File: config.mk
export PLATFORM = sky130hd
export DESIGN_NAME = ffe_csr
export DESIGN_NICKNAME = d
export VERILOG_FILES = /design/src/hdl/ffe_pkg.sv /design/src/hdl/ffe_csr.sv
export SDC_FILE = /design/constraint.sdc
export NUM_CORES = 1
export LEC_CHECK = 0
export BUFFER_PORTS_ARGS = -buffer_cell sky130_fd_sc_hd__buf_2
export CORE_UTILIZATION = 50
export DETAILED_ROUTE_END_ITERATION = 8
export GPL_ROUTABILITY_DRIVEN = 0
export PLACE_DENSITY = 0.75
export SLEW_MARGIN = 25
export SYNTH_ARGS = -nofsm -noshare
export SYNTH_HDL_FRONTEND = slang
export SYNTH_SLANG_ARGS = --single-unit
File: constraint.sdc
create_clock -name clock -period 2.6 [get_ports clock]
set_clock_uncertainty 0.2 [all_clocks]
set_input_delay 0.78 -clock clock [delete_from_list [all_inputs] [get_ports clock]]
set_output_delay 0.78 -clock clock [all_outputs]
set_load 0.1 [all_outputs]
File: src/hdl/ffe_pkg.sv
// shared constants, types and helper functions of the feedforward/feedback echo
package ffe_pkg;

   // geometry of the echo stores (store depth is a power of two)
   localparam int BUF_DEPTH   = 65536;
   localparam int CHANNELS    = 2;
   localparam int SAMPLE_BITS = 24;

   localparam int POS_W     = $clog2(BUF_DEPTH);
   localparam int CH_W      = (CHANNELS > 1) ? $clog2(CHANNELS) : 1;
   localparam int ADDR_W    = CH_W + POS_W;
   localparam int MEM_DEPTH = 2 ** ADDR_W;

   // arithmetic widths
   localparam int COEF_W     = 16;
   localparam int PROD_W     = SAMPLE_BITS + COEF_W;
   localparam int ACC_W      = PROD_W + 2;
   localparam int GAIN_FRAC  = 14;
   localparam int REGEN_FRAC = 15;

   // stream and register port widths
   localparam int DATA_W = ((SAMPLE_BITS + 7) / 8) * 8;
   localparam int CSR_AW = 3;
   localparam int CSR_DW = 16;

   localparam logic signed [ACC_W-1:0] ACC_HI =
      ACC_W'((64'sd1 <<< (SAMPLE_BITS - 1)) - 64'sd1);
   localparam logic signed [ACC_W-1:0] ACC_LO = -ACC_HI - ACC_W'(1);
   localparam logic signed [ACC_W-1:0] Y_ROUND = ACC_W'(1) <<< (GAIN_FRAC - 1);
   localparam logic signed [ACC_W-1:0] S_ROUND = ACC_W'(1) <<< (REGEN_FRAC - 1);

   // register indexes of the configuration port
   typedef enum logic [CSR_AW-1:0] {
      CSR_DELAY_IN  = 3'd0,
      CSR_DELAY_OUT = 3'd1,
      CSR_GAIN_DIR  = 3'd2,
      CSR_GAIN_FWD  = 3'd3,
      CSR_GAIN_REC  = 3'd4,
      CSR_REGEN     = 3'd5
   } csr_idx_type;

   typedef logic signed [SAMPLE_BITS-1:0] smp_type;

   // configuration registers as seen by the datapath
   typedef struct packed {
      logic [CSR_DW-1:0] delay_in;
      logic [CSR_DW-1:0] delay_out;
      logic [CSR_DW-1:0] gain_direct;
      logic [CSR_DW-1:0] gain_forward;
      logic [CSR_DW-1:0] gain_recursive;
      logic [CSR_DW-1:0] regen;
   } cfg_type;

   // pending store write of an item still in flight
   typedef struct packed {
      logic              valid;
      logic              bypass;
      logic [ADDR_W-1:0] waddr;
   } track_type;

   // item in the read stage, store data arrives alongside
   typedef struct packed {
      logic                   valid;
      logic                   bypass;
      logic                   xd_ok;
      logic                   yd_ok;
      logic [ADDR_W-1:0]      waddr;
      logic [SAMPLE_BITS-1:0] x;
   } s1_type;

   // true when an in-flight item will still write the given entry
   function automatic logic wr_hit(input track_type t, input logic [ADDR_W-1:0] a);
      return t.valid && !t.bypass && (t.waddr == a);
   endfunction

   // clamp a wide signed value to the sample range
   function automatic smp_type sat_smp(input logic signed [ACC_W-1:0] v);
      logic signed [ACC_W-1:0] c;
      if (v > ACC_HI) begin
         c = ACC_HI;
      end else if (v < ACC_LO) begin
         c = ACC_LO;
      end else begin
         c = v;
      end
      return c[SAMPLE_BITS-1:0];
   endfunction

endpackage

File: src/hdl/ffe_csr.sv
// configuration registers of the echo
module ffe_csr import ffe_pkg::*; (
   input  logic              clock,
   input  logic              reset,
   input  logic              csr_we,
   input  logic [CSR_AW-1:0] csr_addr,
   input  logic [CSR_DW-1:0] csr_wdata,
   output cfg_type           cfg
);

   cfg_type cfg_ff, cfg_in;

   // decode the register index
   always_comb begin
      cfg_in = cfg_ff;
      if (csr_we) begin
         unique case (csr_idx_type'(csr_addr))
            CSR_DELAY_IN:  cfg_in.delay_in       = csr_wdata;
            CSR_DELAY_OUT: cfg_in.delay_out      = csr_wdata;
            CSR_GAIN_DIR:  cfg_in.gain_direct    = csr_wdata;
            CSR_GAIN_FWD:  cfg_in.gain_forward   = csr_wdata;
            CSR_GAIN_REC:  cfg_in.gain_recursive = csr_wdata;
            CSR_REGEN:     cfg_in.regen          = csr_wdata;
            default:       cfg_in = cfg_ff;
         endcase
      end
   end

   // unity direct gain, everything else cleared
   always_ff @(posedge clock) begin
      if (reset) begin
         cfg_ff.delay_in       <= '0;
         cfg_ff.delay_out      <= '0;
         cfg_ff.gain_direct    <= CSR_DW'(1 << GAIN_FRAC);
         cfg_ff.gain_forward   <= '0;
         cfg_ff.gain_recursive <= '0;
         cfg_ff.regen          <= '0;
      end else begin
         cfg_ff <= cfg_in;
      end
   end

   assign cfg = cfg_ff;

endmodule

# Word-level counts from Yosys, hierarchy flattened
# Cells that the tools add are included.
[word_totals]
register_bits = 96
latchBits = 0
ramBits = 0
romBits = 0
input_bits = 22
output_inout_bits = 96
wordCells = 18
mem_count = 0
[classes]
addsub = 0
mul = 0
div_mod_pow = 0
n_lt_le_gt_ge = 0
n_eq_ne = 5
n_shift = 0
mux = 0
bitwise_logic = 0
n_reduce_logical = 7
[op_table]
columns = ["operator", "n"]
rows = [
  ["$reduce_and 2->1", 6],
  ["$eq 3x2->1 const B", 2],
  ["$eq 3x3->1 const B", 2],
  ["$eq 3x1->1 const B", 1],
  ["$logic_not 3->1", 1],
]

# Longest topological paths before layout
[depth]
depth_word = 2
mapped_depth = 4
depth_no_buf = 2

# Worst setup path after synthesis
# OpenSTA, ideal clock, no wires.
[synth_timing]
kind = "input -> register"
startpoint = "input csr_addr[1]"
endpoint = "register cfg_ff, in the netlist cfg[85]"
setup_time_ns = 0.124
arrival_ns = 1.681
t_required_ns = 2.276
setup_slack_ns = 0.595
cell_stages = 4
path_buffers = 2
cell_sequence = "or4b_1 clkbuf_2 buf_6 mux2i_1"
[synth_between]
elab_chain_cells = 2
[synth_lines]
columns = ["item", "line", "text"]
rows = [
  ["start, declared", "ffe_csr.sv:6", "input logic [CSR_AW-1:0] csr_addr,"],
  ["$logic_not 3->1", "ffe_csr.sv:17", "unique case (csr_idx_type'(csr_addr))"],
  ["$reduce_and 2->1 (no line)", "-", ""],
  ["end signal, assigned", "ffe_csr.sv:39", "cfg_ff <= cfg_in;"],
  ["end, declared", "ffe_csr.sv:11", "cfg_type cfg_ff, cfg_in;"],
]
# No other way between the ends.
# A chain may end at the register's enable or synchronous reset.

# Worst setup path after layout
[layout_timing]
startpoint = "register cfg_ff, in the netlist cfg[15]"
endpoint = "output cfg[15] (netlist name)"
[layout_rtl]
columns = ["item", "line", "text"]
rows = [
  ["end, declared", "ffe_csr.sv:8", "output cfg_type cfg"],
]
# No word-level cell between the ends.

==> impl_metrics.toml <==
[critical_path]
arrival_ps = 1160
rr_startpoint = "cfg[15]"
endpoint = "cfg[15]"
r2r-end = "cfg[15]"
critical_path_class = "flip-flop to output port"
start_kind = "flip-flop"
cp.depth = 1
crit_family = "buffers and inverters"
max_stage_delay_ps = 440
path_max_fanout = 2
setup.worst_path.end_class = "output port"
required_ps = 1620
crit_chain = "buf_2"
crit_slowest_cell = "buf_2"
crit_buf_inv = 1
reg2reg_depth = 2
critPathLaunch = "cfg[15]"
ff2ff_setup_slack_ps = 1750

[die]
fp.dieH_um = 89.0
die_w_um = 89.0
start_util = 0.519
dieArea_um2 = 7920
core_um2 = 7290
std_cell_rows = 31
io_pins = 118

[global_routing]
grt_pass1_wl_mm = 12.7
grt_pass1_vias = 2522
antenna_found_initial = 0
grt_use_total = 0.217
grt_overflow = 0
grt_max_degree = 53

[final_layout]
nNetsFinal = 475
final-seq-area_um2 = 1920
multi_input_area_um2 = 1750
fill_cells = 656
largest_reg_flops = 96
antenna_cells = 0
syn2layout_area_growth_pct = 23.1
drive_gt1_frac = 0.319

[clocking]
cts_root_buffer = "clkbuf_8"
numCtsBuffers = 9
cts_setup_buffers = 0
clk_path_buf_depth = 2
clk_latency_ps = 350
cts_resized = 0
clkTransAtPathRegs_ps = 90
htreeDepth = 3
cts_sinks = 96
tritoncts = "yes"
holdBufCountCts = 0

[routing]
avgRoutedWirePerCell_um = 15.4
antenna_left = 0
first_pass_iters = 4
routed_wl_mm = 8.60
via_count = 2718
viasPerCell = 4.88
drc = 0
drt_iter0_drc = 90

[yosys]
synth_cell_type_count = 13
ys_ff_latch = 96
synthXorXnorAreaFrac = 0
synth_warnings = 0
synth_fa_ha_area_frac = 0
yosysTopAreaCell = "dfxtp_1"
synth_edf_count = 0
synth.avg_cell_area_um2 = 11.2
synth_top_area_share = 0.508
synth_top_family_by_area = "multiplexers"
async_reset_ff_frac = 0
synth.mux.area_fraction = 0.254
ys.flop_type = "dfxtp_1"
synthTopCellsByCount = "111 x nand2b_1, 96 x dfxtp_1, 96 x mux2i_1, 13 x clkbuf_1, 9 x buf_2"
syn_area_um2 = 3780
synth_compound_area_frac = 0
synthSimpleGateAreaFrac = 0.209
syn-instance-count = 337
seq_area_frac_synth = 0.508
yosysMostFrequentCell = "nand2b_1"
yosys-top-cells-area = "dfxtp_1 51%, mux2i_1 25%, nand2b_1 18%, clkbuf_1 1.3%, buf_2 1.2%"
syn-num-nets = 359

[sta]
slew_headroom = 0.546
setup_viol = 0
fin_crit_sh = 0.822
whs_ps = 274
finalMaxSlewViolations = 0
fmax_ghz = 0.468
worst_slack_ps = 464
tightest_slew_ps = 679
rsz0062_at_grt = "no"
period_minus_slack_ps = 2140
setup_tns_ps = 0
hold_violations = 0

[hold_path]
hold_depth = 2
min_path_type = "flip-flop to flip-flop"

[place]
io_buffers = 117
detailedPlace.worstSlack_ps = 434
place_hpwl_mm = 6.03

[outcome]
run_status = "completed"

[pwr]
vdd_drop_max_mv = 0.295
pwr_density_cell_nw_per_um2 = 606
power.leakage_nw = 2.50

[flow_run]
cap_violations = 0
-- stage by stage --
| step | instance area [um^2] | util | cells | power (mW) |
|---|---|---|---|---|
| floorplan | 3780 | - | 337 | 1.90 |
| global placement | 4490 | 0.615 | 541 | 1.99 |
| detailed placement | 4490 | 0.615 | 541 | 2.00 |
| CTS | 4660 | 0.639 | 557 | 2.84 |
| global route | 4660 | 0.639 | 557 | 2.93 |
| finish | 4660 | 0.639 | 557 | 2.82 |
-- worst register-to-register path, stage by stage (launching register included) --
cell	delay, ps
dfxtp_1	370
nand2b_1	80
mux2i_1	130
-- routing by layer --
layer  routed length [um]  track usage
met5                    0            0
met4                  125       0.0895
met2                 3980        0.350
met1                 4000        0.275
met3                  484       0.0591
-- kinds of logic after synthesis --
logic type,after synthesis
simple gates,121
buf+inv,24
flops,96
mux,96
-- how the worst min path moves through the flow --
stage / from / endpoint
finish: cfg[1] / cfg[1]
global route: cfg[59] / cfg[59]
CTS: cfg[1] / cfg[1]
detailed placement: cfg[75] / cfg[75]
global placement: cfg[78] / cfg[78]
floorplan: cfg[67] / cfg[67]
-- cells in the final DEF, fill, tap and decap left out, drive strengths merged --
cell	instances
nand2b	111
nor2	2
or4b	1
and4bb	1
dfxtp	96
clkinv	2
buf	129
nand4b	2
mux2i	96
clkinvlp	3
inv	1
nand4bb	3
clkbuf	10
nor4b	1
-- where the power goes --
| group | switching, mW | internal (mW) |
|---|---|---|
| Clock | 0.509 | 0.351 |
| Sequential | 0.0165 | 1.50 |
| Combinational | 0.338 | 0.105 |
| Total | 0.863 | 1.96 |
-- final cells by class --
class | instances | share of cell area
sequential | 96 | 0.413
tap | 99 | 0.0266
timing repair buffer | 129 | 0.148
clock buffer | 10 | 0.0274
multi-input combinational | 217 | 0.376
clock inverter | 6 | 0.00967
(Power assumes the default switching activity.)
