===== config.mk =====
export PLATFORM = sky130hd
export DESIGN_NAME = ffe_front
export DESIGN_NICKNAME = d
export VERILOG_FILES = /design/src/hdl/ffe_pkg.sv /design/src/hdl/ffe_front.sv
export SDC_FILE = /design/constraint.sdc
export NUM_CORES = 1
export LEC_CHECK = 0
export ABC_CLOCK_PERIOD_IN_PS = 9750
export BUFFER_PORTS_ARGS = -buffer_cell sky130_fd_sc_hd__buf_2
export CAP_MARGIN = 20
export CORE_AREA = 2 2 119 133
export CTS_BUF_LIST = sky130_fd_sc_hd__clkbuf_8
export DETAILED_ROUTE_END_ITERATION = 10
export DIE_AREA = 0 0 121 135
export GPL_TIMING_DRIVEN = 0
export PLACE_DENSITY = 0.77
export SETUP_SLACK_MARGIN = 0.1
export SLEW_MARGIN = 20
export SYNTH_ARGS = -nofsm -noshare
export SYNTH_HDL_FRONTEND = slang
export SYNTH_SLANG_ARGS = --single-unit
export TNS_END_PERCENT = 100

===== constraint.sdc =====
create_clock -name clock -period 9.75 [get_ports clock]
set_clock_uncertainty 0.1 [all_clocks]
set_input_delay 0.975 -clock clock [delete_from_list [all_inputs] [get_ports clock]]
set_output_delay 0.975 -clock clock [all_outputs]
set_load 0.01 [all_outputs]

===== src/hdl/ffe_pkg.sv =====
// shared constants, types and helper functions of the feedforward/feedback echo
package ffe_pkg;

   // geometry of the echo stores (store depth is a power of two)
   localparam int BUF_DEPTH   = 65536;
   localparam int CHANNELS    = 2;
   localparam int SAMPLE_BITS = 24;

   localparam int POS_W     = $clog2(BUF_DEPTH);
   localparam int CH_W      = (CHANNELS > 1) ? $clog2(CHANNELS) : 1;
   localparam int ADDR_W    = CH_W + POS_W;
   localparam int MEM_DEPTH = 2 ** ADDR_W;

   // arithmetic widths
   localparam int COEF_W     = 16;
   localparam int PROD_W     = SAMPLE_BITS + COEF_W;
   localparam int ACC_W      = PROD_W + 2;
   localparam int GAIN_FRAC  = 14;
   localparam int REGEN_FRAC = 15;

   // stream and register port widths
   localparam int DATA_W = ((SAMPLE_BITS + 7) / 8) * 8;
   localparam int CSR_AW = 3;
   localparam int CSR_DW = 16;

   localparam logic signed [ACC_W-1:0] ACC_HI =
      ACC_W'((64'sd1 <<< (SAMPLE_BITS - 1)) - 64'sd1);
   localparam logic signed [ACC_W-1:0] ACC_LO = -ACC_HI - ACC_W'(1);
   localparam logic signed [ACC_W-1:0] Y_ROUND = ACC_W'(1) <<< (GAIN_FRAC - 1);
   localparam logic signed [ACC_W-1:0] S_ROUND = ACC_W'(1) <<< (REGEN_FRAC - 1);

   // register indexes of the configuration port
   typedef enum logic [CSR_AW-1:0] {
      CSR_DELAY_IN  = 3'd0,
      CSR_DELAY_OUT = 3'd1,
      CSR_GAIN_DIR  = 3'd2,
      CSR_GAIN_FWD  = 3'd3,
      CSR_GAIN_REC  = 3'd4,
      CSR_REGEN     = 3'd5
   } csr_idx_type;

   typedef logic signed [SAMPLE_BITS-1:0] smp_type;

   // configuration registers as seen by the datapath
   typedef struct packed {
      logic [CSR_DW-1:0] delay_in;
      logic [CSR_DW-1:0] delay_out;
      logic [CSR_DW-1:0] gain_direct;
      logic [CSR_DW-1:0] gain_forward;
      logic [CSR_DW-1:0] gain_recursive;
      logic [CSR_DW-1:0] regen;
   } cfg_type;

   // pending store write of an item still in flight
   typedef struct packed {
      logic              valid;
      logic              bypass;
      logic [ADDR_W-1:0] waddr;
   } track_type;

   // item in the read stage, store data arrives alongside
   typedef struct packed {
      logic                   valid;
      logic                   bypass;
      logic                   xd_ok;
      logic                   yd_ok;
      logic [ADDR_W-1:0]      waddr;
      logic [SAMPLE_BITS-1:0] x;
   } s1_type;

   // true when an in-flight item will still write the given entry
   function automatic logic wr_hit(input track_type t, input logic [ADDR_W-1:0] a);
      return t.valid && !t.bypass && (t.waddr == a);
   endfunction

   // clamp a wide signed value to the sample range
   function automatic smp_type sat_smp(input logic signed [ACC_W-1:0] v);
      logic signed [ACC_W-1:0] c;
      if (v > ACC_HI) begin
         c = ACC_HI;
      end else if (v < ACC_LO) begin
         c = ACC_LO;
      end else begin
         c = v;
      end
      return c[SAMPLE_BITS-1:0];
   endfunction

endpackage


===== src/hdl/ffe_front.sv =====
// item intake: write positions, store read issue, hazard interlock, read stage
module ffe_front import ffe_pkg::*; (
   input  logic              clock,
   input  logic              reset,
   input  cfg_type           cfg,
   input  logic              req_tvalid,
   output logic              req_tready,
   input  logic [DATA_W-1:0] req_tdata,
   input  logic              req_tuser,
   input  logic              s2_ready,
   input  track_type         s2_track,
   output s1_type            s1,
   output logic              rd_en,
   output logic [ADDR_W-1:0] rd_addr_in,
   output logic [ADDR_W-1:0] rd_addr_out
);

   logic [POS_W-1:0]    wp_ff [CHANNELS];
   logic [CHANNELS-1:0] wrap_ff;
   s1_type              s1_ff, s1_in;

   logic              chan_bad;
   logic              bypass;
   logic              hazard;
   logic              accept;
   logic              s1_ready;
   logic [CH_W-1:0]   ch;
   logic [POS_W-1:0]  wp;
   logic [POS_W-1:0]  wp_step;
   logic [POS_W-1:0]  rpos_in;
   logic [POS_W-1:0]  rpos_out;
   logic [ADDR_W-1:0] ra_in;
   logic [ADDR_W-1:0] ra_out;
   track_type         s1_track;

   // read positions and the interlock against writes still in flight
   always_comb begin
      chan_bad = (int'(req_tuser) >= CHANNELS);
      ch       = chan_bad ? '0 : CH_W'(req_tuser);
      bypass   = (cfg.delay_in == '0) || (cfg.delay_out == '0) || chan_bad;
      wp       = wp_ff[ch];
      wp_step  = wp + POS_W'(1);
      rpos_in  = wp - POS_W'(cfg.delay_in);
      rpos_out = wp - POS_W'(cfg.delay_out);
      ra_in    = {ch, rpos_in};
      ra_out   = {ch, rpos_out};

      s1_track.valid  = s1_ff.valid;
      s1_track.bypass = s1_ff.bypass;
      s1_track.waddr  = s1_ff.waddr;

      hazard = !bypass &&
               (wr_hit(s1_track, ra_in) || wr_hit(s1_track, ra_out) ||
                wr_hit(s2_track, ra_in) || wr_hit(s2_track, ra_out));

      s1_ready   = !s1_ff.valid || s2_ready;
      req_tready = s1_ready && !hazard;
      accept     = req_tvalid && req_tready;

      // load the read stage; entries never written read as zero
      s1_in = s1_ff;
      if (s1_ready) begin
         s1_in.valid  = accept;
         s1_in.bypass = bypass;
         s1_in.xd_ok  = wrap_ff[ch] || (rpos_in < wp);
         s1_in.yd_ok  = wrap_ff[ch] || (rpos_out < wp);
         s1_in.waddr  = {ch, wp};
         s1_in.x      = req_tdata[SAMPLE_BITS-1:0];
      end
   end

   // per-channel write position and wrap flag
   always_ff @(posedge clock) begin
      if (reset) begin
         for (int i = 0; i < CHANNELS; i++) begin
            wp_ff[i] <= '0;
         end
         wrap_ff <= '0;
      end else if (accept && !bypass) begin
         wp_ff[ch] <= wp_step;
         if (wp_step == '0) begin
            wrap_ff[ch] <= 1'b1;
         end
      end
   end

   // read stage register
   always_ff @(posedge clock) begin
      if (reset) begin
         s1_ff <= '0;
      end else begin
         s1_ff <= s1_in;
      end
   end

   assign s1          = s1_ff;
   assign rd_en       = accept;
   assign rd_addr_in  = ra_in;
   assign rd_addr_out = ra_out;

endmodule


== Word level (Yosys, flattened, before mapping) ==
Memory sizes are Yosys's and may differ from the RTL's.
Cells that the tools add are included.
W data, S select, Z words.

* Output and inout bits: 81
* Bits in registers: 47
* Memories kept: 1
* Bits in writable memories: 32
* Word-level logic and storage cells: 60

{| class="wikitable"
|+ Memories
! name !! words !! width !! rd ports !! clocked after Yosys merged registers in !! write ports !! line !! text
|-
| wp_ff || 2 || 16 || 1 || 0 || 2 || ffe_front.sv:18 || <nowiki>logic [POS_W-1:0] wp_ff [CHANNELS];</nowiki>
|}

* Mux-type cells: 12
* Reductions and logical operators: 28
* Magnitude comparators: 4
* Bitwise operators: 1
* Equal/unequal tests: 4
* $add $sub $neg: 3

{| class="wikitable"
|+ Operator list
! operator !! number
|-
| $eq A17 B17 Y1 || 4
|-
| $logic_not A16 Y1 || 3
|-
| $lt A16 B16 Y1 || 2
|-
| $sub A16 B16 Y16 || 2
|-
| $add A16 B1 Y16 const B || 1
|-
| $mux W16 || 1
|-
| $reduce_or A16 Y1 || 1
|-
| $logic_and A1 B1 Y1 || 11
|-
| $mux W1 || 10
|-
| $logic_or A1 B1 Y1 || 7
|-
| $logic_not A1 Y1 || 5
|-
| $lt A1 B2 Y1 const B || 1
|-
| $or A2 B2 Y2 || 1
|-
| $reduce_and A2 Y1 || 1
|-
| $demux W1 S1 || 1
|-
| $ge A1 B1 Y1 const B || 1
|}

== Longest topological paths before layout ==
An unclocked memory read counts as a cell.

* Depth in word-level cells: 17
* Gate-level depth with buffers: 19
* Depth with buffers taken out: 16

== Worst setup path after synthesis ==
No wires, ideal clock.

* Kind: in2out
* From: input port req_tuser
* To: output port rd_en
* Slack: 3.776 ns
* Data arrival time: 4.899 ns
* Stages on the path: 16
* Required time: 8.675 ns
* Cell sequence: buf_4 -> buf_4 -> mux2i_1 -> ha_1 -> inv_1 -> fa_1 -> xor2_1 -> xor2_1 -> or4_1 -> or3b_1 -> nor4b_2 -> nand4_1 -> nor4_1 -> o2111ai_1 -> nand4_1 -> inv_1

* Cells in the longest elaborated chain, start to end: 11

{| class="wikitable"
|+ RTL lines
! what !! line !! text
|-
| start: declaration || ffe_front.sv:9 || <nowiki>input logic req_tuser,</nowiki>
|-
| $mem_v2 Z2 W16 * || -- ||
|-
| $sub A16 B16 Y16 * || ffe_front.sv:44 || <nowiki>rpos_out = wp - POS_W'(cfg.delay_out);</nowiki>
|-
| net rd_addr_out[2] || ffe_front.sv:15 || <nowiki>output logic [ADDR_W-1:0] rd_addr_out</nowiki>
|-
| $eq A17 B17 Y1 || ffe_pkg.sv:73 || <nowiki>return t.valid && !t.bypass && (t.waddr == a);</nowiki>
|-
| $logic_and A1 B1 Y1 || ffe_pkg.sv:73 ||
|-
| $logic_or A1 B1 Y1 (2 in a row) || ffe_front.sv:53 || <nowiki>(wr_hit(s1_track, ra_in) || wr_hit(s1_track, ra_out) ||</nowiki>
|-
| $logic_or A1 B1 Y1 * || ffe_front.sv:54 || <nowiki>wr_hit(s2_track, ra_in) || wr_hit(s2_track, ra_out));</nowiki>
|-
| $logic_and A1 B1 Y1 * || ffe_front.sv:52 || <nowiki>hazard = !bypass &&</nowiki>
|-
| $logic_not A1 Y1 * || ffe_front.sv:57 || <nowiki>req_tready = s1_ready && !hazard;</nowiki>
|-
| $logic_and A1 B1 Y1 * || ffe_front.sv:57 ||
|-
| $logic_and A1 B1 Y1 * || ffe_front.sv:58 || <nowiki>accept = req_tvalid && req_tready;</nowiki>
|-
| end: declaration || ffe_front.sv:13 || <nowiki>output logic rd_en,</nowiki>
|}

The timed path passes the listed nets; every way through them passes the cells marked *.

== Final worst setup path ==
* From: input port req_tuser
* To: output port rd_en

* Cells in the longest elaborated chain, start to end: 11

{| class="wikitable"
|+ RTL lines
! what !! line
|-
| $mem_v2 Z2 W16 || --
|-
| $sub A16 B16 Y16 (on tied branches) || ffe_front.sv:43, ffe_front.sv:44
|-
| $eq A17 B17 Y1 || ffe_pkg.sv:73
|-
| $logic_and A1 B1 Y1 || ffe_pkg.sv:73
|-
| $logic_or A1 B1 Y1 (2 in a row) || ffe_front.sv:53
|-
| $logic_or A1 B1 Y1 * || ffe_front.sv:54
|-
| $logic_and A1 B1 Y1 * || ffe_front.sv:52
|-
| $logic_not A1 Y1 * || ffe_front.sv:57
|-
| $logic_and A1 B1 Y1 * || ffe_front.sv:57
|-
| $logic_and A1 B1 Y1 * || ffe_front.sv:58
|}

Mark *: on every way between the ends. The rest lies on a longest branch, timed or not.

==> run_results.csv <==
group,metric,value,unit
routing,wl_per_cell,18.69,um
global_routing,antenna_found_initial,0,
global_routing,met3_usage,5.405,%
global_routing,grt_util_all_layers,27.98,%
yosys,ys_warn_count,0,
timing,min_period_over_period,75.03,%
yosys,synth_top_family_by_area,"simple AND/OR/NAND/NOR gates",
place,portBuffers,158,
global_routing,grt_start_max_net_pins,17,
cts,clk_pin_slew_worst_paths,80,ps
routing,first_pass_iters,6,
setup_path,slowest_delay,670,ps
yosys,synth_top_area_share,13.09,%
worst_hold_path,hold_path_class,"register to register",
setup_path,cpMaxStageDelayCell,"nor4b_1",
timing,timing.slew.headroom,37.04,%
cts,cts-root-buf,"clkbuf_8",
yosys,synth_adder_area_share,12.82,%
timing,setup_tns,0,ps
flow_run,drv_cap,0,
yosys,synthXorXnorAreaFrac,15.73,%
timing,worst_slack,2434,ps
global_routing,gr-max-usage-layer,"met2",
run_status,status,"finished clean",
finish,finalNetCount,1247,
cts,tritoncts,"yes",
yosys,synthMuxAreaShare,2.591,%
yosys,synth_top_area_cell,"edfxtp_1",
setup_path,cp_data_arrival_time,6240,ps
yosys,async_flop_share,0,%
pwr,peakVddDrop,0.00008719,V
timing,fmax,136.7,MHz
timing,slew_violations,0,
yosys,syn_area,7340,sq um
yosys,synth_cells,860,
place,place_congestion,0.9949,
place,hpwl,18710,um
yosys,syn_nets,1078,
yosys,ys.flop_type,"dfxtp_1",
floorplanning,start_util,49.33,%
floorplanning,io_pins,225,
cts,clk_latency,360,ps
floorplanning,coreArea,14880,sq um
timing,hold_viol,0,
timing,rsz0062_at_grt,"false",
timing,fin_crit,7316,ps
floorplanning,die_area,16340,sq um
routing,finalWirelength,22980,um
place,post-place-ws,2555,ps
cts,numCtsBuffers,9,
finish,area_growth,17.00,%
cts,ctsResizeCount,0,
global_routing,use_met1,36.68,%
yosys,synth_edf_count,32,
setup_path,path_cells,"buf_4 -> buf_4 -> mux2i_1 -> ha_1 -> inv_1 -> fa_1 -> xor2_1 -> xor2_1 -> or4_1 -> nor4b_1 -> o2111a_1 -> nand4b_1 -> nor4_1 -> nor2_1 -> nand4_1 -> inv_1 -> buf_2",
routing,antenna_left,0,
global_routing,overflow,0,
routing,drtIter0Drc,609,
setup_path,setup.worst_path.class,"input pin to output port",
yosys,avgSynthCellArea,8.534,sq um
yosys,synth_compound_area_share,17.00,%
place,placed_area,8376,sq um
routing,viasPerCell,5.728,
cts,clkSinkCount,79,
floorplanning,rows,47,
global_routing,grt_pass1_vias,6701,
timing,finalSetupViolCount,0,
yosys,synth_seq_cells,79,
setup_path,required,8680,ps
yosys,yosysSeqAreaShare,25.91,%
pwr,leakagePower,4.039,nW
finish,drive_above_1_share,19.15,%
routing,via_count,7046,
timing,max_slew.worst_pin.slew,918.1,ps
cts,htree_levels,3,
global_routing,grt_pass1_wl,35400,um
cts,cts.path.max_buffers,2,
cts,cts_hold_buf,0,
yosys,ys_types,68,
yosys,synth_area_leaders,"edfxtp_1 13%, dfxtp_1 13%, ha_1 12%",
setup_path,critPathMaxFanout,10,
setup_path,cp-end-kind,"output port",
cts,cts_setup_buffers,0,
global_routing,grtUsageMet2,45.57,%
floorplanning,die_w,121,um
finish,final_area,8587,sq um
yosys,synth_simple_gate_area_share,20.10,%
floorplanning,chipHeight,135,um
pwr,p_per_area,144.6,nW/um^2
routing,drcViolationCount,0,
finish,antenna_cells,0,
setup_path,crit_path_start_kind,"input pin",
[where the power goes]
group / switching, mW / internal [mW] / total (mW) / leakage [nW]
registers: 0.0165 / 0.366 / 0.383 / 0.725
logic: 0.341 / 0.254 / 0.595 / 3.20
clock network: 0.121 / 0.142 / 0.264 / 0.110
total: 0.479 / 0.762 / 1.24 / 4.04
[synthesized netlist by cell type, types with 20 or more instances]
cell,n
dfxtp_1,47
inv_1,64
ha_1,72
a21oi_1,59
xnor2_1,62
a211oi_1,21
edfxtp_1,32
clkbuf_1,20
nor2_1,76
xor2_1,26
nand2_1,91
[layout make-up]
cell class	instances	area (sq um)
buffer	39	188.9
sequential	79	1902
clock buffer	9	123.9
fill	1381	6291
clock inverter	7	87.58
multi-input combinational	678	5009
timing repair buffer	158	790.8
tap	196	245.2
inverter	64	240.2
[layer usage]
layer | share of wire (%) | vias up
li1 | - | 3397
met1 | 41 | 3234
met2 | 47 | 360
met3 | 8.8 | 55
met4 | 3.4 | 0
met5 | 0 | -
[path summary, 6_finish.rpt]
check	startpoint	endpoint	slack, ps	cells after the start
min	s1[2]	s1[2]	350	2
min reg2reg	s1[2]	s1[2]	350	2
max reg2reg	wp_ff[1][0]	wp_ff[0][14]	3640	15
max	req_tuser	rd_en	2430	17
[worst max-delay path, delay by kind of cell]
kind / cells / cell delay (ps)
AO/OA/AOI/OAI: 1 / 300
multiplexers: 1 / 610
XOR/XNOR: 2 / 560
buffers and inverters: 5 / 700
adder cells (fa/ha/maj): 2 / 680
AND/OR/NAND/NOR: 6 / 2410
[metrics by stage]
stage | instances | power, mW | hold WS [ps] | util [%]
3_3_place_gp | 1214 | 0.9642 | 335.6 | 56.29
6_report | 1230 | 1.241 | 350.9 | 57.72
3_5_place_dp | 1214 | 0.9730 | 340.9 | 56.29
2_1_floorplan | 860 | 0.7969 | 331.3 | -
5_1_grt | 1230 | 1.316 | 371.4 | 57.72
4_1_cts | 1230 | 1.237 | 351.8 | 57.72
[layout by cell type, fill, tap and decap left out, types with 20 or more instances in the layout]
cell type,synthesis,layout
ha_1,72,72
xnor2_1,62,62
nor2_1,76,76
a21oi_1,59,59
clkbuf_1,20,20
xor2_1,26,26
dfxtp_1,47,47
a211oi_1,21,21
nand2_1,91,91
buf_2,7,165
edfxtp_1,32,32
inv_1,64,64
[kinds of logic after synthesis]
logic type      count (synthesis)
fa+ha+maj                      74
simple gates                  298
mux                            19
buf+inv                       103
compound gates                182
flops                          79
xor+xnor                      105
[state kept, by name (all words and copies together), names as in the netlist]
signal   count
wp_ff       32
s1          45
wrap_ff      2
Note: power is estimated with default switching activity, not from simulation.
