[config.mk]
export PLATFORM = sky130hd
export DESIGN_NAME = ffe_math
export DESIGN_NICKNAME = d
export VERILOG_FILES = /design/src/hdl/ffe_pkg.sv /design/src/hdl/ffe_math.sv
export SDC_FILE = /design/constraint.sdc
export NUM_CORES = 2
export LEC_CHECK = 0
export BUFFER_PORTS_ARGS = -buffer_cell sky130_fd_sc_hd__buf_4
export CORE_AREA = 2 2 540 274
export DETAILED_ROUTE_END_ITERATION = 7
export DIE_AREA = 0 0 542 276
export GPL_ROUTABILITY_DRIVEN = 0
export GPL_TIMING_DRIVEN = 1
export PLACE_DENSITY = 0.61
export SYNTH_ARGS = -nofsm -noshare
export SYNTH_HDL_FRONTEND = slang
export SYNTH_SLANG_ARGS = --single-unit
[constraint.sdc]
create_clock -name clock -period 12.9 [get_ports clock]
set_clock_uncertainty 0.05 [all_clocks]
set_input_delay 0.645 -clock clock [delete_from_list [all_inputs] [get_ports clock]]
set_output_delay 0.645 -clock clock [all_outputs]
set_load 0.01 [all_outputs]
[src/hdl/ffe_pkg.sv]
// shared constants, types and helper functions of the feedforward/feedback echo
package ffe_pkg;

   // geometry of the echo stores (store depth is a power of two)
   localparam int BUF_DEPTH   = 65536;
   localparam int CHANNELS    = 2;
   localparam int SAMPLE_BITS = 24;

   localparam int POS_W     = $clog2(BUF_DEPTH);
   localparam int CH_W      = (CHANNELS > 1) ? $clog2(CHANNELS) : 1;
   localparam int ADDR_W    = CH_W + POS_W;
   localparam int MEM_DEPTH = 2 ** ADDR_W;

   // arithmetic widths
   localparam int COEF_W     = 16;
   localparam int PROD_W     = SAMPLE_BITS + COEF_W;
   localparam int ACC_W      = PROD_W + 2;
   localparam int GAIN_FRAC  = 14;
   localparam int REGEN_FRAC = 15;

   // stream and register port widths
   localparam int DATA_W = ((SAMPLE_BITS + 7) / 8) * 8;
   localparam int CSR_AW = 3;
   localparam int CSR_DW = 16;

   localparam logic signed [ACC_W-1:0] ACC_HI =
      ACC_W'((64'sd1 <<< (SAMPLE_BITS - 1)) - 64'sd1);
   localparam logic signed [ACC_W-1:0] ACC_LO = -ACC_HI - ACC_W'(1);
   localparam logic signed [ACC_W-1:0] Y_ROUND = ACC_W'(1) <<< (GAIN_FRAC - 1);
   localparam logic signed [ACC_W-1:0] S_ROUND = ACC_W'(1) <<< (REGEN_FRAC - 1);

   // register indexes of the configuration port
   typedef enum logic [CSR_AW-1:0] {
      CSR_DELAY_IN  = 3'd0,
      CSR_DELAY_OUT = 3'd1,
      CSR_GAIN_DIR  = 3'd2,
      CSR_GAIN_FWD  = 3'd3,
      CSR_GAIN_REC  = 3'd4,
      CSR_REGEN     = 3'd5
   } csr_idx_type;

   typedef logic signed [SAMPLE_BITS-1:0] smp_type;

   // configuration registers as seen by the datapath
   typedef struct packed {
      logic [CSR_DW-1:0] delay_in;
      logic [CSR_DW-1:0] delay_out;
      logic [CSR_DW-1:0] gain_direct;
      logic [CSR_DW-1:0] gain_forward;
      logic [CSR_DW-1:0] gain_recursive;
      logic [CSR_DW-1:0] regen;
   } cfg_type;

   // pending store write of an item still in flight
   typedef struct packed {
      logic              valid;
      logic              bypass;
      logic [ADDR_W-1:0] waddr;
   } track_type;

   // item in the read stage, store data arrives alongside
   typedef struct packed {
      logic                   valid;
      logic                   bypass;
      logic                   xd_ok;
      logic                   yd_ok;
      logic [ADDR_W-1:0]      waddr;
      logic [SAMPLE_BITS-1:0] x;
   } s1_type;

   // true when an in-flight item will still write the given entry
   function automatic logic wr_hit(input track_type t, input logic [ADDR_W-1:0] a);
      return t.valid && !t.bypass && (t.waddr == a);
   endfunction

   // clamp a wide signed value to the sample range
   function automatic smp_type sat_smp(input logic signed [ACC_W-1:0] v);
      logic signed [ACC_W-1:0] c;
      if (v > ACC_HI) begin
         c = ACC_HI;
      end else if (v < ACC_LO) begin
         c = ACC_LO;
      end else begin
         c = v;
      end
      return c[SAMPLE_BITS-1:0];
   endfunction

endpackage

[src/hdl/ffe_math.sv]
// products, sum with rounding and saturation, store write-back, result register
module ffe_math import ffe_pkg::*; (
   input  logic                   clock,
   input  logic                   reset,
   input  cfg_type                cfg,
   input  s1_type                 s1,
   input  logic [SAMPLE_BITS-1:0] in_q,
   input  logic [SAMPLE_BITS-1:0] out_q,
   output logic                   s2_ready,
   output track_type              s2_track,
   output logic                   wr_en,
   output logic [ADDR_W-1:0]      wr_addr,
   output logic [SAMPLE_BITS-1:0] st_wdata,
   output logic [SAMPLE_BITS-1:0] y_wdata,
   output logic                   rsp_tvalid,
   input  logic                   rsp_tready,
   output logic [DATA_W-1:0]      rsp_tdata
);

   typedef struct packed {
      logic                   valid;
      logic                   bypass;
      logic [ADDR_W-1:0]      waddr;
      logic [SAMPLE_BITS-1:0] x;
      logic [PROD_W-1:0]      p_direct;
      logic [PROD_W-1:0]      p_forward;
      logic [PROD_W-1:0]      p_recursive;
      logic [PROD_W-1:0]      p_regen;
   } s2_type;

   s2_type  s2_ff, s2_in;
   logic    rsp_valid_ff, rsp_valid_in;
   smp_type rsp_smp_ff, rsp_smp_in;

   logic                     out_ready;
   smp_type                  x1, xd, yd, x2, y, st;
   logic signed [COEF_W-1:0] g_dir, g_fwd, g_rec, g_regen;
   logic signed [PROD_W-1:0] m_dir, m_fwd, m_rec, m_regen;
   logic signed [PROD_W-1:0] q_dir, q_fwd, q_rec, q_regen;
   logic signed [ACC_W-1:0]  acc, y_acc, fb, st_sum;

   // multiply stage on the store read data
   always_comb begin
      x1      = s1.x;
      xd      = s1.xd_ok ? smp_type'(in_q) : '0;
      yd      = s1.yd_ok ? smp_type'(out_q) : '0;
      g_dir   = cfg.gain_direct;
      g_fwd   = cfg.gain_forward;
      g_rec   = cfg.gain_recursive;
      g_regen = cfg.regen;
      m_dir   = PROD_W'(x1) * PROD_W'(g_dir);
      m_fwd   = PROD_W'(xd) * PROD_W'(g_fwd);
      m_rec   = PROD_W'(yd) * PROD_W'(g_rec);
      m_regen = PROD_W'(xd) * PROD_W'(g_regen);

      out_ready = !rsp_valid_ff || rsp_tready;
      s2_ready  = !s2_ff.valid || out_ready;

      s2_in = s2_ff;
      if (s2_ready) begin
         s2_in.valid       = s1.valid;
         s2_in.bypass      = s1.bypass;
         s2_in.waddr       = s1.waddr;
         s2_in.x           = s1.x;
         s2_in.p_direct    = m_dir;
         s2_in.p_forward   = m_fwd;
         s2_in.p_recursive = m_rec;
         s2_in.p_regen     = m_regen;
      end
   end

   // sum, round half up, saturate
   always_comb begin
      x2      = s2_ff.x;
      q_dir   = s2_ff.p_direct;
      q_fwd   = s2_ff.p_forward;
      q_rec   = s2_ff.p_recursive;
      q_regen = s2_ff.p_regen;

      acc    = ACC_W'(q_dir) + ACC_W'(q_fwd) - ACC_W'(q_rec) + Y_ROUND;
      y_acc  = acc >>> GAIN_FRAC;
      y      = sat_smp(y_acc);
      fb     = (ACC_W'(q_regen) + S_ROUND) >>> REGEN_FRAC;
      st_sum = fb + ACC_W'(x2);
      st     = sat_smp(st_sum);

      // one store write per item that is not bypassed, as it leaves for the result register
      wr_en    = s2_ff.valid && out_ready && !s2_ff.bypass;
      wr_addr  = s2_ff.waddr;
      st_wdata = st;
      y_wdata  = y;

      s2_track.valid  = s2_ff.valid;
      s2_track.bypass = s2_ff.bypass;
      s2_track.waddr  = s2_ff.waddr;

      rsp_valid_in = out_ready ? s2_ff.valid : rsp_valid_ff;
      rsp_smp_in   = rsp_smp_ff;
      if (out_ready && s2_ff.valid) begin
         rsp_smp_in = s2_ff.bypass ? x2 : y;
      end
   end

   // sum stage and result register
   always_ff @(posedge clock) begin
      rsp_smp_ff <= rsp_smp_in;
      if (reset) begin
         s2_ff        <= '0;
         rsp_valid_ff <= 1'b0;
      end else begin
         s2_ff        <= s2_in;
         rsp_valid_ff <= rsp_valid_in;
      end
   end

   assign rsp_tvalid = rsp_valid_ff;
   assign rsp_tdata  = DATA_W'($unsigned(rsp_smp_ff));

endmodule

# Word-level counts from Yosys, hierarchy flattened
# Index checks and enable logic that the tools add are counted.
# classes
addsub	5
mul	4
n_lt_le_gt_ge	4
n_mux	7
n_reduce_logical	7
# op_table
cell	count
two-way mux 24 bit	7
multiplier 24 x 16 -> 40 bit	4
adder 42 x 15 -> 42 bit, second input constant	1
subtractor 41 x 40 -> 42 bit	1
adder 40 x 16 -> 41 bit, second input constant	1
adder 40 x 40 -> 41 bit	1
greater-than comparator 28 x 24 -> 1 bit, second input constant	1
less-than comparator 28 x 24 -> 1 bit, second input constant	1
adder 26 x 24 -> 27 bit	1
greater-than comparator 27 x 24 -> 1 bit, second input constant	1
less-than comparator 27 x 24 -> 1 bit, second input constant	1
zero test 1 bit	3
logical AND 1 bit	2
logical OR 1 bit	2
# totals
ff_bits	228
input_bits	192
output_inout_bits	111
wordCells	37

# Longest topological paths before layout
# logic_depth
depth_word	7
depth_mapped	28
depth_no_buf	26

# Worst setup path after synthesis
# OpenSTA, ideal clock, no wires.
# synth_timing
path_kind	input-to-reg
from	input port s1[42] (netlist name)
to	register s2_ff (netlist bit q_regen[39])
setup_time_ns	0.130
arrival_ns	7.257
required_ns	12.720
path_slack_ns	5.462
cell_stages	26
n_path_buf	3
path_cell_list	clkbuf_1 -> and2_1 -> clkbuf_1 -> clkbuf_1 -> nand2_1 -> fa_1 -> inv_1 -> fa_1 -> fa_1 -> fa_1 -> fa_1 -> inv_1 -> fa_1 -> inv_1 -> ha_1 -> a21o_1 -> a221oi_1 -> o211ai_1 -> a221o_1 -> a21oi_1 -> a21oi_1 -> a211oi_1 -> o31ai_1 -> a21oi_1 -> xnor2_1 -> o21ai_0
# synth_between
elab_chain_len	2
# synth_rtl
item	line	rtl
start, declared	ffe_math.sv:6	input s1_type s1,
two-way mux 24 bit	ffe_math.sv:45	xd = s1.xd_ok ? smp_type'(in_q) : '0;
multiplier 24 x 16 -> 40 bit	ffe_math.sv:54	m_regen = PROD_W'(xd) * PROD_W'(g_regen);
end signal, assigned	ffe_math.sv:111	s2_ff <= s2_in;
end, declared	ffe_math.sv:31	s2_type s2_ff, s2_in;
# No other way between the ends.
# A chain may end at the register's enable or synchronous reset.

# Worst setup path in the final report
# Same ends and word-level chain as after synthesis.

==> impl_summary.md <==
Synth
The number of distinct standard cells referenced by the synthesized netlist is 78. sky130_fd_sc_hd__fa_1 takes more of the synthesized area than any other cell. The number of synthesized flops with an enable pin is 24. Yosys attributes the largest share of cell area to sky130_fd_sc_hd__fa_1, sky130_fd_sc_hd__inv_1, sky130_fd_sc_hd__ha_1. The net count after synthesis is 10066. After synthesis, the largest family of logic cells by area is adder cells.

The Yosys step of the flow raised 0 warnings. The multiplexer area fraction after synthesis is 0.0462%. The proportion of synthesized flip-flops having asynchronous set or reset is 0%. The share of synthesized area in the top cell type comes to 45.4%.

The sequential share of the synthesized area is 6.68%. The simple logic cell fraction of the synthesized area is 15.9%. By count the netlist is led by sky130_fd_sc_hd__inv_1, sky130_fd_sc_hd__fa_1, sky130_fd_sc_hd__nand2_1. Synthesis produced a netlist whose cell count is 7843. Of the total synthesized cell area, the portion taken by full adders, half adders and majority gates is 54.5%.

The post-synth design cell area is 67800 um2. In this run, synthesis produced a sequential element count of 214. The leading register cell type out of synthesis is sky130_fd_sc_hd__dfxtp_1. The mean cell area of the mapped netlist is 8.64 um2. The fraction of the mapped netlist area in compound gates is 7.16%. sky130_fd_sc_hd__inv_1 is the most common cell in the netlist. Summing the areas of all xor and xnor instances in the mapped netlist gives 2.81% of the synthesized area.

Status
The run finished with clean final reports.

Worst setup path
The cell with the largest stage delay on the worst path is sky130_fd_sc_hd__and2_1. The setup path with the least slack is of type in2reg. The required arrival time at the worst endpoint is 13.30 ns. Counting both buffers and inverters, the worst setup path holds a total of 5.

The critical path's top delay family is compound AO/OA/AOI/OAI gates. The startpoint type of the worst setup path is an input pin. The cell with the most instances on the worst path is sky130_fd_sc_hd__fa_1. The highest net fanout along the worst path is 153.

For this run, the slowest stage of the critical path takes 1.03 ns. The kind of end point of the critical path is a flop. At the worst endpoint, the arrival time is 10.19 ns.

GRT
The number of global-route vias before repair is 54365. The first global-routing pass estimated 335 mm of wire. The overflow left after global routing is 0. Entering global routing, the biggest net connects 154 pins. The number of antenna violations at the first check in global routing is 17.

The global routing usage summed across all routing layers is 29.4%.

STA
Setup repair after global routing left no endpoint under its margin. The setup violation total in the final timing report is 0. For the pin with the worst max-slew slack, the measured transition is 1.37 ns.

The routed design could run at a clock period as short as 9.79 ns. The share of the clock period used by the worst path is 75.9%. The number of max-slew violations in the final report is 0. The top achievable clock speed is 102 MHz. The final hold violation count is 0. The final hold slack is 0.212 ns. The relative slew slack is 8.62%. The total negative setup slack is 0 ns.

Finish
Fill cells in the final layout number 13917. The post-route standard cell area excluding fillers is 71800 um2. At the end of the flow the core is filled with cells to 49.6%.

The area growth from synthesis to layout is 5.99%. The post-route netlist has 4.96% of its cells at a drive strength greater than 1. At the end of the flow, the number of nets in the layout was 10000.

Detailed routing
The number of DRC violations after detailed routing is 0. The remaining antenna violation count is 0. In the routed layout, each cell is associated on average with a via count of 5.49. After detailed routing, the average wire length per cell comes to 22.2 um. The total number of vias is 53415.

Wires add up to 216 mm. The number of DRC markers after the initial detailed-route iteration is 5394. The first TritonRoute pass finished after 6 iterations.

Floorplan
In this run the count of I/O pins placed on the die edge is 303. The floorplan has 99 rows. The die outline area is 150000 um2. The core area is 145000 um2. The starting density of the core is 46.8%.

In this run the horizontal extent of the chip is 542 um. The die boundary height is 276 um.

Clock network
The number of instances resized during post-cts repair is 0. The TritonCTS clock tree is built. Once the clock tree was built, the setup fixing pass inserted 0 buffers. The clock latency at the later pin of the worst-skew pair is 0.59 ns. The clock transition at the registers of the reported paths is 0.09 ns. The root buffer cell chosen for the clock tree is sky130_fd_sc_hd__clkbuf_16. The number of clock sinks is 214. The quantity of hold-fixing buffers added after cts is 0. The depth of the CTS H-tree is 1.

The clock passes through at most 3 buffers. The number of buffers created by CTS is 25.

Placed design
In this run the tool buffered the top-level ports with 270 buffer cells. The instance area after placement is 71000 um2. Once detailed placement completed, the half-perimeter wirelength came to 176 mm.

Run
Across the run, the number of max-cap violations was 0.

Min path
The worst hold path belongs to the class in2reg.
[kinds of logic (layout without fill, tap and decap cells)]
logic type,after synthesis,after routing
DFF,214,214
AOI/OAI and AO/OA,760,760
other,0,10
and+or+nand+nor,2316,2316
muxes,3,3
buffers and inverters,2302,2254
xor gates and xnor gates,217,217
adders and majority gates,2031,2031
[flip-flops by register name, summed over array words and instances, names as in the netlist]
signal and flops:
rsp_tvalid 1, q_dir 40, rsp_tdata 24, x2 24
q_regen 26, q_fwd 40, s2_track 2, wr_addr 17
q_rec 40
[worst paths after layout]
check                                from             to  slack, ns  cells past startpoint
worst max-delay path               s1[42]    q_regen[39]       3.11                     25
worst min register to register  q_fwd[11]      q_fwd[11]       0.41                      2
worst min-delay path               s1[44]   s2_track[18]       0.21                      3
worst max register to register  q_dir[12]  rsp_tdata[18]       7.40                     16
[cells in the final DEF, fill, tap and decap left out, types with 10 or more instances in the layout]
cell type and count:
sky130_fd_sc_hd__fa_1 1535, sky130_fd_sc_hd__or3_1 17, sky130_fd_sc_hd__o21a_1 22, sky130_fd_sc_hd__nand2b_1 40, sky130_fd_sc_hd__o31ai_1 12, sky130_fd_sc_hd__a21o_1 111, sky130_fd_sc_hd__o21bai_1 25, sky130_fd_sc_hd__buf_4 310
sky130_fd_sc_hd__a31oi_1 25, sky130_fd_sc_hd__and2_1 171, sky130_fd_sc_hd__nand4_1 19, sky130_fd_sc_hd__o31a_1 14, sky130_fd_sc_hd__ha_1 496, sky130_fd_sc_hd__edfxtp_1 24, sky130_fd_sc_hd__and3_1 474, sky130_fd_sc_hd__nor2b_1 19
sky130_fd_sc_hd__o21ai_0 131, sky130_fd_sc_hd__a21oi_1 269, sky130_fd_sc_hd__clkbuf_16 25, sky130_fd_sc_hd__xor2_1 65, sky130_fd_sc_hd__nor3_1 25, sky130_fd_sc_hd__dfxtp_1 190, sky130_fd_sc_hd__a211oi_1 38, sky130_fd_sc_hd__nand2_1 1261
sky130_fd_sc_hd__diode_2 10, sky130_fd_sc_hd__nand3_1 50, sky130_fd_sc_hd__o211ai_1 21, sky130_fd_sc_hd__inv_1 1894, sky130_fd_sc_hd__xnor2_1 152, sky130_fd_sc_hd__nor2_1 198
[worst reg2reg max path, stage by stage, from the launching register on]
cell and delay [ns]:
sky130_fd_sc_hd__dfxtp_1 0.34, sky130_fd_sc_hd__inv_1 0.07, sky130_fd_sc_hd__fa_1 0.44, sky130_fd_sc_hd__fa_1 0.51, sky130_fd_sc_hd__inv_1 0.04, sky130_fd_sc_hd__ha_1 0.34
sky130_fd_sc_hd__and3_1 0.23, sky130_fd_sc_hd__and2_1 0.22, sky130_fd_sc_hd__o2111ai_1 0.13, sky130_fd_sc_hd__o31a_1 0.32, sky130_fd_sc_hd__o311a_1 0.43, sky130_fd_sc_hd__a21boi_1 0.30
sky130_fd_sc_hd__nor2_1 0.09, sky130_fd_sc_hd__xor2_1 0.20, sky130_fd_sc_hd__o21a_1 0.21, sky130_fd_sc_hd__a21oi_1 1.08, sky130_fd_sc_hd__o31a_1 0.34
[through the flow]
stage / std cells / worst slack (ns)
floorplan: 7843 / 5.46
global placement: 9669 / 2.99
detailed placement: 9669 / 2.91
CTS: 9714 / 3.51
global route: 9717 / 2.83
finish: 9724 / 3.11
[area by class of cell]
| cell class | instances | area [um2] | area share, % |
|---|---|---|---|
| multi-input combinational | 5327 | 54500 | 75.9 |
| inverter | 1896 | 7120 | 9.92 |
| sequential | 214 | 4520 | 6.30 |
| tap | 1919 | 2400 | 3.34 |
| timing repair buffer | 313 | 2370 | 3.30 |
| clock buffer | 28 | 637 | 0.887 |
| clock inverter | 17 | 200 | 0.279 |
| antenna | 10 | 25.0 | 0.0348 |
[per-layer routing]
metal	track usage (%)	routed length, um	vias up
met3	10.4	31000	213
li1	-	-	23413
met1	48.2	103000	26915
met5	0.412	122	-
met4	4.33	3500	8
met2	36.3	78300	2866
Power is not shown: default switching activity piles up to over one toggle a cycle in this logic, so the estimate is an artifact.
